`config.mk`:
```
export PLATFORM = sky130hd
export DESIGN_NAME = inflight_timestamp_commit_tracker
export DESIGN_NICKNAME = d
export VERILOG_FILES = /design/src/hdl/itct_pkg.sv /design/src/hdl/itct_ram.sv /design/src/hdl/inflight_timestamp_commit_tracker.sv
export SDC_FILE = /design/constraint.sdc
export NUM_CORES = 2
export LEC_CHECK = 0
export BUFFER_PORTS_ARGS = -buffer_cell sky130_fd_sc_hd__buf_2
export CORE_MARGIN = 4
export CORE_UTILIZATION = 55
export DETAILED_ROUTE_END_ITERATION = 8
export GPL_TIMING_DRIVEN = 0
export PLACE_DENSITY = 0.72
export REMOVE_ABC_BUFFERS = 1
export SETUP_SLACK_MARGIN = 0.5
export SYNTH_ARGS = -nofsm -noshare
export SYNTH_HDL_FRONTEND = slang
export SYNTH_SLANG_ARGS = --single-unit
```
`constraint.sdc`:
```
create_clock -name clk -period 24.3 [get_ports clk]
set_input_delay 4.86 -clock clk [delete_from_list [all_inputs] [get_ports clk]]
set_output_delay 4.86 -clock clk [all_outputs]
set_load 0.005 [all_outputs]
```
`src/hdl/itct_pkg.sv`:
```
// itct_pkg: shared types and constants for the in-flight timestamp commit tracker
// no dependencies; used by itct_ram users and inflight_timestamp_commit_tracker

package itct_pkg;

	// table geometry
	localparam int SLOTS = 16;
	localparam int IDX_W = $clog2(SLOTS);
	localparam int CNT_W = $clog2(SLOTS + 1);
	localparam int TS_W = 64;
	localparam logic [IDX_W-1:0] LAST_IDX = IDX_W'(SLOTS - 1);

	// operation codes on the mode field
	typedef enum logic [1:0] {
		MODE_START   = 2'd0,
		MODE_COMMIT  = 2'd1,
		MODE_QRY_ONE = 2'd2,
		MODE_QRY_ALL = 2'd3
	} mode_t;

	// result status codes
	typedef enum logic [1:0] {
		ST_OK     = 2'd0,
		ST_DUP    = 2'd1,
		ST_FULL   = 2'd2,
		ST_ABSENT = 2'd3
	} status_t;

	// sequencer states
	typedef enum logic [2:0] {
		S_IDLE,
		S_FIND,
		S_APPLY,
		S_MIN,
		S_DONE
	} state_t;

endpackage

```
`src/hdl/itct_ram.sv`:
```
// itct_ram: generic simple dual-port RAM, one write port, one registered read port
// no dependencies

module itct_ram #(
	parameter int WIDTH = 64,
	parameter int DEPTH = 16
) (
	input  logic                     clk,
	input  logic                     we,
	input  logic [$clog2(DEPTH)-1:0] waddr,
	input  logic [WIDTH-1:0]         wdata,
	input  logic [$clog2(DEPTH)-1:0] raddr,
	output logic [WIDTH-1:0]         rdata
);

	logic [WIDTH-1:0] mem_q [DEPTH];
	logic [WIDTH-1:0] rdata_q;

	// write port
	always_ff @(posedge clk) begin
		if (we) begin
			mem_q[waddr] <= wdata;
		end
	end

	// registered read port
	always_ff @(posedge clk) begin
		rdata_q <= mem_q[raddr];
	end

	assign rdata = rdata_q;

endmodule

```
`src/hdl/inflight_timestamp_commit_tracker.sv`:
```
// inflight_timestamp_commit_tracker: top level, sequencer, watermarks and slot table
// depends on itct_pkg and itct_ram

// Tracks up to SLOTS (16) in-flight transaction timestamps plus a low and a
// high commit watermark. One transaction is worked on at a time; in_stall is
// high from acceptance until the sequencer is back in idle. Stamps live in a
// 16-entry RAM with a registered read, and one 64-bit comparator is walked over
// it one slot per cycle. A start, a commit or an is-committed query takes one
// lookup sweep. A commit of the oldest transaction that leaves others in flight
// adds a minimum sweep. The all-committed query needs no sweep. The result is
// held in an output register, so a new transaction is accepted while the
// previous result waits.

module inflight_timestamp_commit_tracker (
	input  logic        clk,
	input  logic        arst_n,
	input  logic        in_valid,
	output logic        in_stall,
	input  logic [1:0]  mode,
	input  logic [63:0] ts,
	input  logic [63:0] clock_now,
	output logic        out_valid,
	input  logic        out_stall,
	output logic [1:0]  status,
	output logic        committed_flag,
	output logic [63:0] low_mark,
	output logic [63:0] high_mark,
	output logic [4:0]  in_flight_count
);

	itct_pkg::state_t state_q, state_d;

	// control registers
	logic                           issue_q;
	logic                           rd_s1;
	logic [itct_pkg::IDX_W-1:0]     idx_q;
	logic [itct_pkg::IDX_W-1:0]     idx_s1;
	logic [itct_pkg::SLOTS-1:0]     valid_q;
	logic [itct_pkg::CNT_W-1:0]     count_q;
	logic [itct_pkg::TS_W-1:0]      low_q;
	logic [itct_pkg::TS_W-1:0]      high_q;
	logic                           out_valid_q;

	// transaction registers
	itct_pkg::mode_t                mode_q;
	logic [itct_pkg::TS_W-1:0]      ts_q;
	logic                           hit_q;
	logic [itct_pkg::IDX_W-1:0]     hit_idx_q;
	logic                           free_found_q;
	logic [itct_pkg::IDX_W-1:0]     free_idx_q;
	logic [itct_pkg::TS_W-1:0]      min_q;
	itct_pkg::status_t              status_q;
	logic                           flag_q;

	// output registers
	logic [1:0]                     out_status_q;
	logic                           out_flag_q;
	logic [itct_pkg::TS_W-1:0]      out_low_q;
	logic [itct_pkg::TS_W-1:0]      out_high_q;
	logic [4:0]                     out_count_q;

	// control strobes
	logic                           in_acc;
	logic                           scan_done;
	logic                           scan_start;
	logic                           out_load;
	logic                           need_min;
	logic                           ram_we;

	// shared comparator
	logic [itct_pkg::TS_W-1:0]      rd_data;
	logic [itct_pkg::TS_W-1:0]      cmp_b;
	logic                           cmp_eq;
	logic                           cmp_lt;

	// stamp table
	itct_ram #(
		.WIDTH(itct_pkg::TS_W),
		.DEPTH(itct_pkg::SLOTS)
	) u_stamp_ram (
		.clk  (clk),
		.we   (ram_we),
		.waddr(free_idx_q),
		.wdata(ts_q),
		.raddr(idx_q),
		.rdata(rd_data)
	);

	assign cmp_b  = (state_q == itct_pkg::S_MIN) ? min_q : ts_q;
	assign cmp_eq = (rd_data == cmp_b);
	assign cmp_lt = (rd_data < cmp_b);

	assign in_stall  = (state_q != itct_pkg::S_IDLE);
	assign in_acc    = in_valid && !in_stall;
	assign scan_done = !issue_q && !rd_s1;
	assign need_min  = (mode_q == itct_pkg::MODE_COMMIT) && hit_q && (ts_q == low_q)
		&& (count_q != itct_pkg::CNT_W'(1));
	assign ram_we    = (state_q == itct_pkg::S_APPLY) && (mode_q == itct_pkg::MODE_START)
		&& !hit_q && free_found_q;

	// state register
	always_ff @(posedge clk or negedge arst_n) begin
		if (!arst_n) begin
			state_q <= itct_pkg::S_IDLE;
		end else begin
			state_q <= state_d;
		end
	end

	// next state and strobes
	always_comb begin
		state_d    = state_q;
		scan_start = 1'b0;
		out_load   = 1'b0;
		case (state_q)
			itct_pkg::S_IDLE: begin
				if (in_valid) begin
					if (itct_pkg::mode_t'(mode) == itct_pkg::MODE_QRY_ALL) begin
						state_d = itct_pkg::S_DONE;
					end else begin
						state_d    = itct_pkg::S_FIND;
						scan_start = 1'b1;
					end
				end
			end
			itct_pkg::S_FIND: begin
				if (scan_done) begin
					state_d = itct_pkg::S_APPLY;
				end
			end
			itct_pkg::S_APPLY: begin
				if (need_min) begin
					state_d    = itct_pkg::S_MIN;
					scan_start = 1'b1;
				end else begin
					state_d = itct_pkg::S_DONE;
				end
			end
			itct_pkg::S_MIN: begin
				if (scan_done) begin
					state_d = itct_pkg::S_DONE;
				end
			end
			itct_pkg::S_DONE: begin
				if (!out_valid_q || !out_stall) begin
					out_load = 1'b1;
					state_d  = itct_pkg::S_IDLE;
				end
			end
			default: begin
				state_d = itct_pkg::S_IDLE;
			end
		endcase
	end

	// scan pointer, table state and watermarks
	always_ff @(posedge clk or negedge arst_n) begin
		if (!arst_n) begin
			issue_q     <= 1'b0;
			rd_s1       <= 1'b0;
			idx_q       <= '0;
			idx_s1      <= '0;
			valid_q     <= '0;
			count_q     <= '0;
			low_q       <= itct_pkg::TS_W'(1);
			high_q      <= itct_pkg::TS_W'(1);
			out_valid_q <= 1'b0;
		end else begin
			// sweep the ram one slot a cycle
			rd_s1  <= issue_q;
			idx_s1 <= idx_q;
			if (scan_start) begin
				issue_q <= 1'b1;
				idx_q   <= '0;
			end else if (issue_q) begin
				if (idx_q == itct_pkg::LAST_IDX) begin
					issue_q <= 1'b0;
				end else begin
					idx_q <= idx_q + itct_pkg::IDX_W'(1);
				end
			end

			// apply start or commit
			if (state_q == itct_pkg::S_APPLY) begin
				case (mode_q)
					itct_pkg::MODE_START: begin
						if (hit_q || free_found_q) begin
							high_q <= ts_q + itct_pkg::TS_W'(1);
							if (count_q == '0) begin
								low_q <= ts_q;
							end
							if (!hit_q) begin
								valid_q[free_idx_q] <= 1'b1;
								count_q             <= count_q + itct_pkg::CNT_W'(1);
							end
						end
					end
					itct_pkg::MODE_COMMIT: begin
						if (hit_q) begin
							valid_q[hit_idx_q] <= 1'b0;
							count_q            <= count_q - itct_pkg::CNT_W'(1);
							if (ts_q == low_q && count_q == itct_pkg::CNT_W'(1)) begin
								low_q <= high_q;
							end
						end
					end
					default: begin
					end
				endcase
			end

			// new low watermark after the minimum sweep
			if (state_q == itct_pkg::S_MIN && scan_done) begin
				low_q <= min_q;
			end

			// output handshake
			if (out_load) begin
				out_valid_q <= 1'b1;
			end else if (!out_stall) begin
				out_valid_q <= 1'b0;
			end
		end
	end

	// transaction payload and sweep results
	always_ff @(posedge clk) begin
		if (in_acc) begin
			mode_q       <= itct_pkg::mode_t'(mode);
			ts_q         <= ts;
			hit_q        <= 1'b0;
			hit_idx_q    <= '0;
			free_found_q <= 1'b0;
			free_idx_q   <= '0;
			min_q        <= '1;
			status_q     <= itct_pkg::ST_OK;
			if (count_q == '0) begin
				flag_q <= (ts <= clock_now);
			end else begin
				flag_q <= (ts < low_q);
			end
		end

		// lookup sweep: matching slot and first free slot
		if (state_q == itct_pkg::S_FIND && rd_s1) begin
			if (valid_q[idx_s1] && cmp_eq) begin
				hit_q     <= 1'b1;
				hit_idx_q <= idx_s1;
			end
			if (!valid_q[idx_s1] && !free_found_q) begin
				free_found_q <= 1'b1;
				free_idx_q   <= idx_s1;
			end
		end

		// minimum sweep over remaining slots
		if (state_q == itct_pkg::S_MIN && rd_s1) begin
			if (valid_q[idx_s1] && cmp_lt) begin
				min_q <= rd_data;
			end
		end

		// status and query answer
		if (state_q == itct_pkg::S_APPLY) begin
			case (mode_q)
				itct_pkg::MODE_START: begin
					flag_q <= 1'b0;
					if (hit_q) begin
						status_q <= itct_pkg::ST_DUP;
					end else if (!free_found_q) begin
						status_q <= itct_pkg::ST_FULL;
					end
				end
				itct_pkg::MODE_COMMIT: begin
					flag_q <= 1'b0;
					if (!hit_q) begin
						status_q <= itct_pkg::ST_ABSENT;
					end
				end
				itct_pkg::MODE_QRY_ONE: begin
					if (ts_q < low_q) begin
						flag_q <= 1'b1;
					end else if (ts_q >= high_q) begin
						flag_q <= 1'b0;
					end else begin
						flag_q <= !hit_q;
					end
				end
				default: begin
				end
			endcase
		end

		// result register
		if (out_load) begin
			out_status_q <= status_q;
			out_flag_q   <= flag_q;
			out_low_q    <= low_q;
			out_high_q   <= high_q;
			out_count_q  <= 5'(count_q);
		end
	end

	assign out_valid       = out_valid_q;
	assign status          = out_status_q;
	assign committed_flag  = out_flag_q;
	assign low_mark        = out_low_q;
	assign high_mark       = out_high_q;
	assign in_flight_count = out_count_q;

	// live count tracks the valid bits
	a_count_match: assert property (@(posedge clk) disable iff (!arst_n)
		$countones(valid_q) == int'(count_q))
		else $error("live count differs from number of valid slots");

	// a stamp is only written into a free slot
	a_write_free: assert property (@(posedge clk) disable iff (!arst_n)
		ram_we |-> !valid_q[free_idx_q])
		else $error("stamp written over an occupied slot");

	// no sweep is running while the block takes transactions
	a_idle_quiet: assert property (@(posedge clk) disable iff (!arst_n)
		(state_q == itct_pkg::S_IDLE) |-> (!issue_q && !rd_s1))
		else $error("sweep active in idle");

	// a result is loaded only when the output register is free or draining
	a_no_overrun: assert property (@(posedge clk) disable iff (!arst_n)
		out_load |-> (!out_valid_q || !out_stall))
		else $error("result register overrun");

endmodule

```
Yosys cells after proc, flatten, opt, wreduce, memory -nomap -nowiden
Memory sizes are Yosys's and may differ from the RTL's. A register that Yosys moved wholly into a read port is not among the register bits.
Index checks and enable logic that the tools add are counted.
{"block": "totals", "register_bits": 442, "ramBits": 1024, "output_inout_bits": 138, "wordCells": 180, "memories": 1}
{"block": "op_classes", "addsub": 4, "n_lt_le_gt_ge": 10, "n_eq_ne": 25, "n_mux": 72, "bitwise_logic": 3, "reduce_logical": 41}
{"name": "u_stamp_ram.mem_q", "words": 16, "width": 64, "rd": 1, "rd_ports_with_merged_regs": 1, "wr": 1, "line_no": "itct_ram.sv:16", "rtl": "logic [WIDTH-1:0] mem_q [DEPTH];"}
{"cell": "64-bit 2-to-1 mux", "n": 10}
{"cell": "64-bit less-than comparator", "n": 3}
{"cell": "64-bit equality test", "n": 2}
{"cell": "64-bit case mux with 2 select lines", "n": 1}
{"cell": "64-bit by 1-bit adder with 64-bit output (second input constant)", "n": 1}
{"cell": "64-bit greater-or-equal comparator", "n": 1}
{"cell": "64-bit <= comparator", "n": 1}
{"cell": "16-bit 2-to-1 mux", "n": 3}
{"cell": "4-bit 2-to-1 mux", "n": 9}
{"cell": "16-bit case mux with 2 select lines", "n": 1}
{"cell": "1-bit 2-to-1 mux", "n": 26}
{"cell": "3-bit 2-to-1 mux", "n": 6}
{"cell": "1-bit logical AND", "n": 17}
{"cell": "16-bit AND", "n": 1}
{"cell": "16-bit NOT", "n": 1}
{"cell": "16-bit OR", "n": 1}
{"cell": "4-bit by 5-bit less-than comparator with 1-bit output (second input constant)", "n": 3}
{"cell": "5-bit 2-to-1 mux", "n": 3}
{"cell": "3-bit case mux with 5 select lines", "n": 1}
{"cell": "2-bit != test (second input constant)", "n": 7}
{"cell": "2-bit 2-to-1 mux", "n": 5}
{"cell": "5-bit case mux with 2 select lines", "n": 1}
{"cell": "3-bit by 1-bit != test with 1-bit output (second input constant)", "n": 3}
{"cell": "1-bit demux with 4-bit select", "n": 2}
{"cell": "other kinds (30)", "n": 46}

Depth between registers and ports, before layout
{"block": "depth", "ltp_word": 8, "ltp_mapped": 17}

Hierarchy
From an unflattened synthesis, not the netlist that was laid out.
{"block": "hier_totals", "hier_cells": 4229, "area_unflattened_um2": 65597.9}
{"mod": "itct_ram", "instances": 1, "cells_per_inst": 1647, "area_per_inst_um2": 39581.7}
{"mod": "inflight_timestamp_commit_tracker", "instances": 1, "cells_per_inst": 2582, "area_per_inst_um2": 26016.2}

Least setup slack after synthesis
Ideal clock, no wire load.
{"block": "synth_timing", "kind": "input -> register", "from": "input out_stall", "to": "register out_flag_q (netlist: committed_flag), enable pin", "setup_ps": 677, "arrival_time_ps": 11424, "t_required_ps": 23623, "path_slack_ps": 12199, "stages": 1, "path_cell_list": "a21oi_1"}
{"block": "synth_between", "elab_chain_len": 4}
{"item": "from (decl)", "line_no": "inflight_timestamp_commit_tracker.sv:23", "rtl": "input logic out_stall,"}
{"item": "1-bit logical NOT"}
{"item": "1-bit logical OR", "line_no": "inflight_timestamp_commit_tracker.sv:145", "rtl": "if (!out_valid_q || !out_stall) begin"}
{"item": "1-bit 2-to-1 mux", "line_no": "inflight_timestamp_commit_tracker.sv:145"}
{"item": "1-bit 2-to-1 mux", "line_no": "inflight_timestamp_commit_tracker.sv:115", "rtl": "case (state_q)"}
{"item": "to (signal assigned)", "line_no": "inflight_timestamp_commit_tracker.sv:297", "rtl": "out_flag_q <= flag_q;"}
{"item": "to (decl)", "line_no": "inflight_timestamp_commit_tracker.sv:57", "rtl": "logic out_flag_q;"}
Every way passes these cells.
A chain may end at the register's enable or synchronous reset.

Worst setup path in the final report
{"block": "layout_timing", "from": "input ts[39]", "to": "register flag_q"}
{"block": "layout_between", "elab_chain_len": 5, "word_cells_on_any_way": 6, "cone_classes": "order compare (2); mux (4)"}
{"item": "from (decl)", "line_no": "inflight_timestamp_commit_tracker.sv:20", "rtl": "input logic [63:0] ts,"}
{"item": "64-bit less-than comparator or 64-bit <= comparator (tied branches)", "line_no": "inflight_timestamp_commit_tracker.sv:240, inflight_timestamp_commit_tracker.sv:238"}
{"item": "1-bit 2-to-1 mux *", "line_no": "inflight_timestamp_commit_tracker.sv:237", "rtl": "if (count_q == '0) begin"}
{"item": "1-bit 2-to-1 mux *", "line_no": "inflight_timestamp_commit_tracker.sv:228", "rtl": "if (in_acc) begin"}
{"item": "1-bit case mux with 2 select lines", "line_no": "inflight_timestamp_commit_tracker.sv:265", "rtl": "case (mode_q)"}
{"item": "1-bit 2-to-1 mux *", "line_no": "inflight_timestamp_commit_tracker.sv:264", "rtl": "if (state_q == itct_pkg::S_APPLY) begin"}
{"item": "to (signal assigned)", "line_no": "inflight_timestamp_commit_tracker.sv:238", "rtl": "flag_q <= (ts <= clock_now);"}
{"item": "to (signal assigned)", "line_no": "inflight_timestamp_commit_tracker.sv:240", "rtl": "flag_q <= (ts < low_q);"}
{"item": "to (signal assigned)", "line_no": "inflight_timestamp_commit_tracker.sv:286", "rtl": "flag_q <= !hit_q;"}
{"item": "to (decl)", "line_no": "inflight_timestamp_commit_tracker.sv:53", "rtl": "logic flag_q;"}
Every way passes the cells marked *; elsewhere a longest branch is shown, timed or not.

==> summary.md <==
| Metric | Value |
|---|---|
| Nets | 4972 |
| Number of synthesized flops with an enable pin | 1226 |
| Cts hold-fix bufs | 0 |
| Setup Crit Path Kind | primary input to register |
| Simple-gate share of the synthesized area | 5.17% |
| Synth cell count leaders | edfxtp_1 (1226), ha_1 (325), mux4_2 (324), a21oi_1 (299), inv_1 (277) |
| Part of the power in registers | 44.4% |
| Final Worst Setup Slack | 15750 ps |
| Fill count | 8009 |
| Cell Area, Synth | 65500 um^2 |
| Max stage delay on crit path | 1210 ps |
| Drt via density | 6.25 |
| DRT Pass-1 Iters | 7 |
| CTS tree | done |
| Pwr Density | 106 nW/um^2 |
| Int Pwr | 0.00556 W |
| Sequential area share after synthesis | 66.8% |
| Post-CTS Setup Inserts | 0 |
| Largest cells by area after synthesis | edfxtp_1 (56%), mux4_2 (11%), ha_1 (6.2%) |
| CP top delay family | simple AND/OR/NAND/NOR gates |
| Starting DRC count in detailed routing | 4422 |
| Hold depth | 2 |
| Chip Height | 353 um |
| R2r endpoint | min_q[4] |
| Synth Area per Inst | 15.9 um^2 |
| RSZ-0062 raised after global routing | no |
| FP Rows | 126 |
| Root Buffer | clkbuf_16 |
| Max stage delay cell, worst path | nor4_1 |
| Post-Synth Adder-Cell Area | 6.21% |
| Initial Utilization | 55.5% |
| Worst skew pair latency | 760 ps |
| Clock Power Share | 29.1% |
| Final hold violations | 0 |
| Overflow after GRT | 0 |
| Synthesized flop and latch total | 1530 |
| Critical path launch point type | primary input |
| Layout cells sized above 1 | 21.4% |
| H-tree levels | 4 |
| Fmax | 117 MHz |
| Final setup vio count | 0 |
| Number of global-route vias before repair | 39400 |
| Net Sw Frac | 30.9% |
| Max_slew headroom | 4.46% |
| Most frequent cell after synthesis | edfxtp_1 |
| DRC Markers | 0 |
| Antenna violations before repair | 5 |
| Crit path required time | 24950 ps |
| Clk_skew | 31.4 ps |
| Critical R2R Launch | state_q[0] |
| HP Start | u_stamp_ram.rdata[27] |
| Critical path capture point type | register |
| Max IR drop VDD | 0.0810 mV |
| Seq. cell area | 43700 um^2 |
| PortBufs | 271 |
| Hold Path Class | register to register |
| Worst Hold End | min_q[27] |
| Compound-Gate Fraction of Synth Area | 4.35% |
| Post-route minimum period | 8550 ps |
| FFs w/ async S/R, synth | 10.7% |
| Worst Hold Slack | 443 ps |
| ANT nets after route | 0 |
| Largest net degree at the start of global routing | 93 |
| Synth Area in XOR/XNOR | 0.923% |
| Routed len/inst | 28.7 um |
| Status | complete, no violations |
| Area of the multi-input gates | 20300 um^2 |
| Fin Setup TNS | 0 ps |
| Mapped Cells | 4110 |
| CP arrival | 9200 ps |
| First-pass GRT wire length | 261000 um |
| Main combinational cell family by area after synthesis | multiplexers |
| Fin crit share | 35.2% |
| Placer Congestion | 0.863 |
| DIE WIDTH | 353 um |
| Combinational power share | 26.4% |
| Die Footprint | 125000 um^2 |
| Half-perimeter wire length after placement | 120000 um |
| Worst path buffer plus inverter count | 1 |
| Slew Viols, Final | 0 |
| Synth Flop Type | edfxtp_1 |
| CP most frequent cell | nand4_1 |
| Max-Cap Viols | 0 |
| CTS Buffer Depth | 3 |
| Worst reg2reg path depth | 15 |
| CTS Buf Count | 151 |
| Post-Route WL | 177000 um |
| Core area | 118000 um^2 |
| Yosys cell types | 67 |
| Post-synthesis mux area share | 14.0% |
| Reg2reg setup slack | 18310 ps |
| Clock-pin transition on the worst setup and hold timing paths | 60 ps |
| # clock sinks | 1530 |
| P&R area growth vs syn | 15.7% |
| Gr usage total | 28.4% |
| Post-cts sizing count | 0 |
| Critical path cell sequence | buf_2 -> ha_1 -> nand4_1 -> nor4_1 -> nand4_1 -> o31ai_1 -> a211oi_1 -> or3_1 -> nor3_1 |
| P_leak | 28.0 nW |
| Pre-CTS setup slack | 15120 ps |
| Psw | 0.00249 W |
| Top-area cell type share of the netlist area | 56.2% |
| Slew @ Worst Pin | 1420 ps |
| CP max FO | 3 |
| # IOs | 272 |
| Synth Warn # | 0 |
| Vias | 38700 |
| Biggest area consumer among synthesized cells | edfxtp_1 |
through the flow:
stage	instance area, um^2	power [W]	utilization, %	instances
3_3_place_gp	68100	0.00619	57.7	5760
2_1_floorplan	64800	0.00528	-	3953
4_1_cts	75700	0.00807	64.1	6178
5_1_grt	75700	0.00842	64.1	6178
3_5_place_dp	70800	0.00572	60.0	5896
6_report	75700	0.00804	64.2	6181
worst register-to-register path, stage by stage (launching register included):
cell and delay (ps):
dfrtp_1 530, nor2b_1 350, nand2_4 380, buf_16 390, mux2i_1 220, ha_1 330, nand4_1 220, nor4_2 370
buf_4 230, nand4_1 330, o41ai_1 1110, nand3b_1 590, buf_8 250, buf_16 180, buf_8 210, mux2i_1 210
kinds of logic after synthesis:
| family | Yosys count |
|---|---|
| AOI/OAI and AO/OA | 507 |
| xor gates and xnor gates | 69 |
| adders and majority gates | 325 |
| buffers and inverters | 434 |
| DFF | 1530 |
| muxes | 511 |
| and+or+nand+nor | 734 |
worst max-delay path by stage:
stage	from	to	slack [ps]	cells past startpoint
finish	ts[39]	flag_q	15750	9
global route	ts[38]	flag_q	15730	9
CTS	ts[39]	flag_q	15880	9
detailed placement	ts[37]	flag_q	15120	9
global placement	state_q[0]	low_q[53]	3720	5
floorplan	out_stall	committed_flag	12200	1
metal layers:
layer	part of all wire [%]	GRT usage, %
met5	0.017	0
met3	9.1	5.93
met2	50	47.3
met4	4.0	11.3
met1	37	37.0
area by class of cell:
| type | instances | share of cell area [%] |
|---|---|---|
| timing repair buffer | 407 | 5.03 |
| clock inverter | 68 | 0.933 |
| sequential | 1530 | 57.7 |
| antenna | 3 | 0.00991 |
| clock buffer | 214 | 5.60 |
| inverter | 277 | 1.38 |
| multi-input combinational | 2146 | 26.8 |
| tap | 1536 | 2.54 |
sequential cells by signal (all words and copies together) (netlist names), 3 cells and up:
name and count:
count_q 5, free_idx_q 4, high_mark 64, high_q 64, hit_idx_q 4, idx_q 4, idx_s1 4, in_flight_count 5
low_mark 64, low_q 64, min_q 64, state_q 3, ts_q 64, u_stamp_ram.mem_q 1024, u_stamp_ram.rdata 64, valid_q 16
power groups by stage:
stage / combinational (W) / clock [W] / sequential [W]
2_1_floorplan: 0.00169 / 0 / 0.00359
3_3_place_gp: 0.00231 / 0 / 0.00388
3_5_place_dp: 0.00210 / 0 / 0.00362
4_1_cts: 0.00212 / 0.00237 / 0.00357
5_1_grt: 0.00233 / 0.00249 / 0.00361
6_report: 0.00213 / 0.00234 / 0.00357
layout by cell type, fill, tap and decap left out, types with 7 or more instances in the layout:
| cell type | Yosys | layout |
|---|---|---|
| edfxtp_1 | 1226 | 1226 |
| ha_1 | 325 | 325 |
| mux4_2 | 324 | 324 |
| a21oi_1 | 299 | 298 |
| inv_1 | 277 | 276 |
| buf_2 | 15 | 271 |
| nand2_1 | 254 | 253 |
| nor2_1 | 231 | 218 |
| mux2i_1 | 184 | 184 |
| clkbuf_16 | 0 | 157 |
| dfrtp_1 | 161 | 157 |
| dfxtp_1 | 141 | 141 |
| o21ai_0 | 100 | 100 |
| nand4_1 | 80 | 80 |
| nand3_1 | 53 | 53 |
| clkbuf_1 | 97 | 47 |
| buf_6 | 0 | 41 |
| xor2_1 | 39 | 39 |
| buf_12 | 0 | 39 |
| buf_16 | 0 | 33 |
| xnor2_1 | 30 | 30 |
| a211oi_1 | 23 | 23 |
| clkinv_1 | 0 | 23 |
| nor3_1 | 27 | 22 |
| a21o_1 | 23 | 22 |
| clkinv_2 | 0 | 20 |
| buf_8 | 0 | 17 |
| and3_1 | 16 | 16 |
| nor2_4 | 0 | 13 |
| bufinv_16 | 0 | 13 |
| clkbuf_8 | 0 | 10 |
| and4_1 | 9 | 9 |
| nor2b_1 | 9 | 8 |
| nand2b_1 | 8 | 7 |
| o211ai_1 | 7 | 7 |
| nor3_2 | 4 | 7 |
| nor4_1 | 11 | 7 |
No activity file was read; power rests on OpenSTA's default activity.
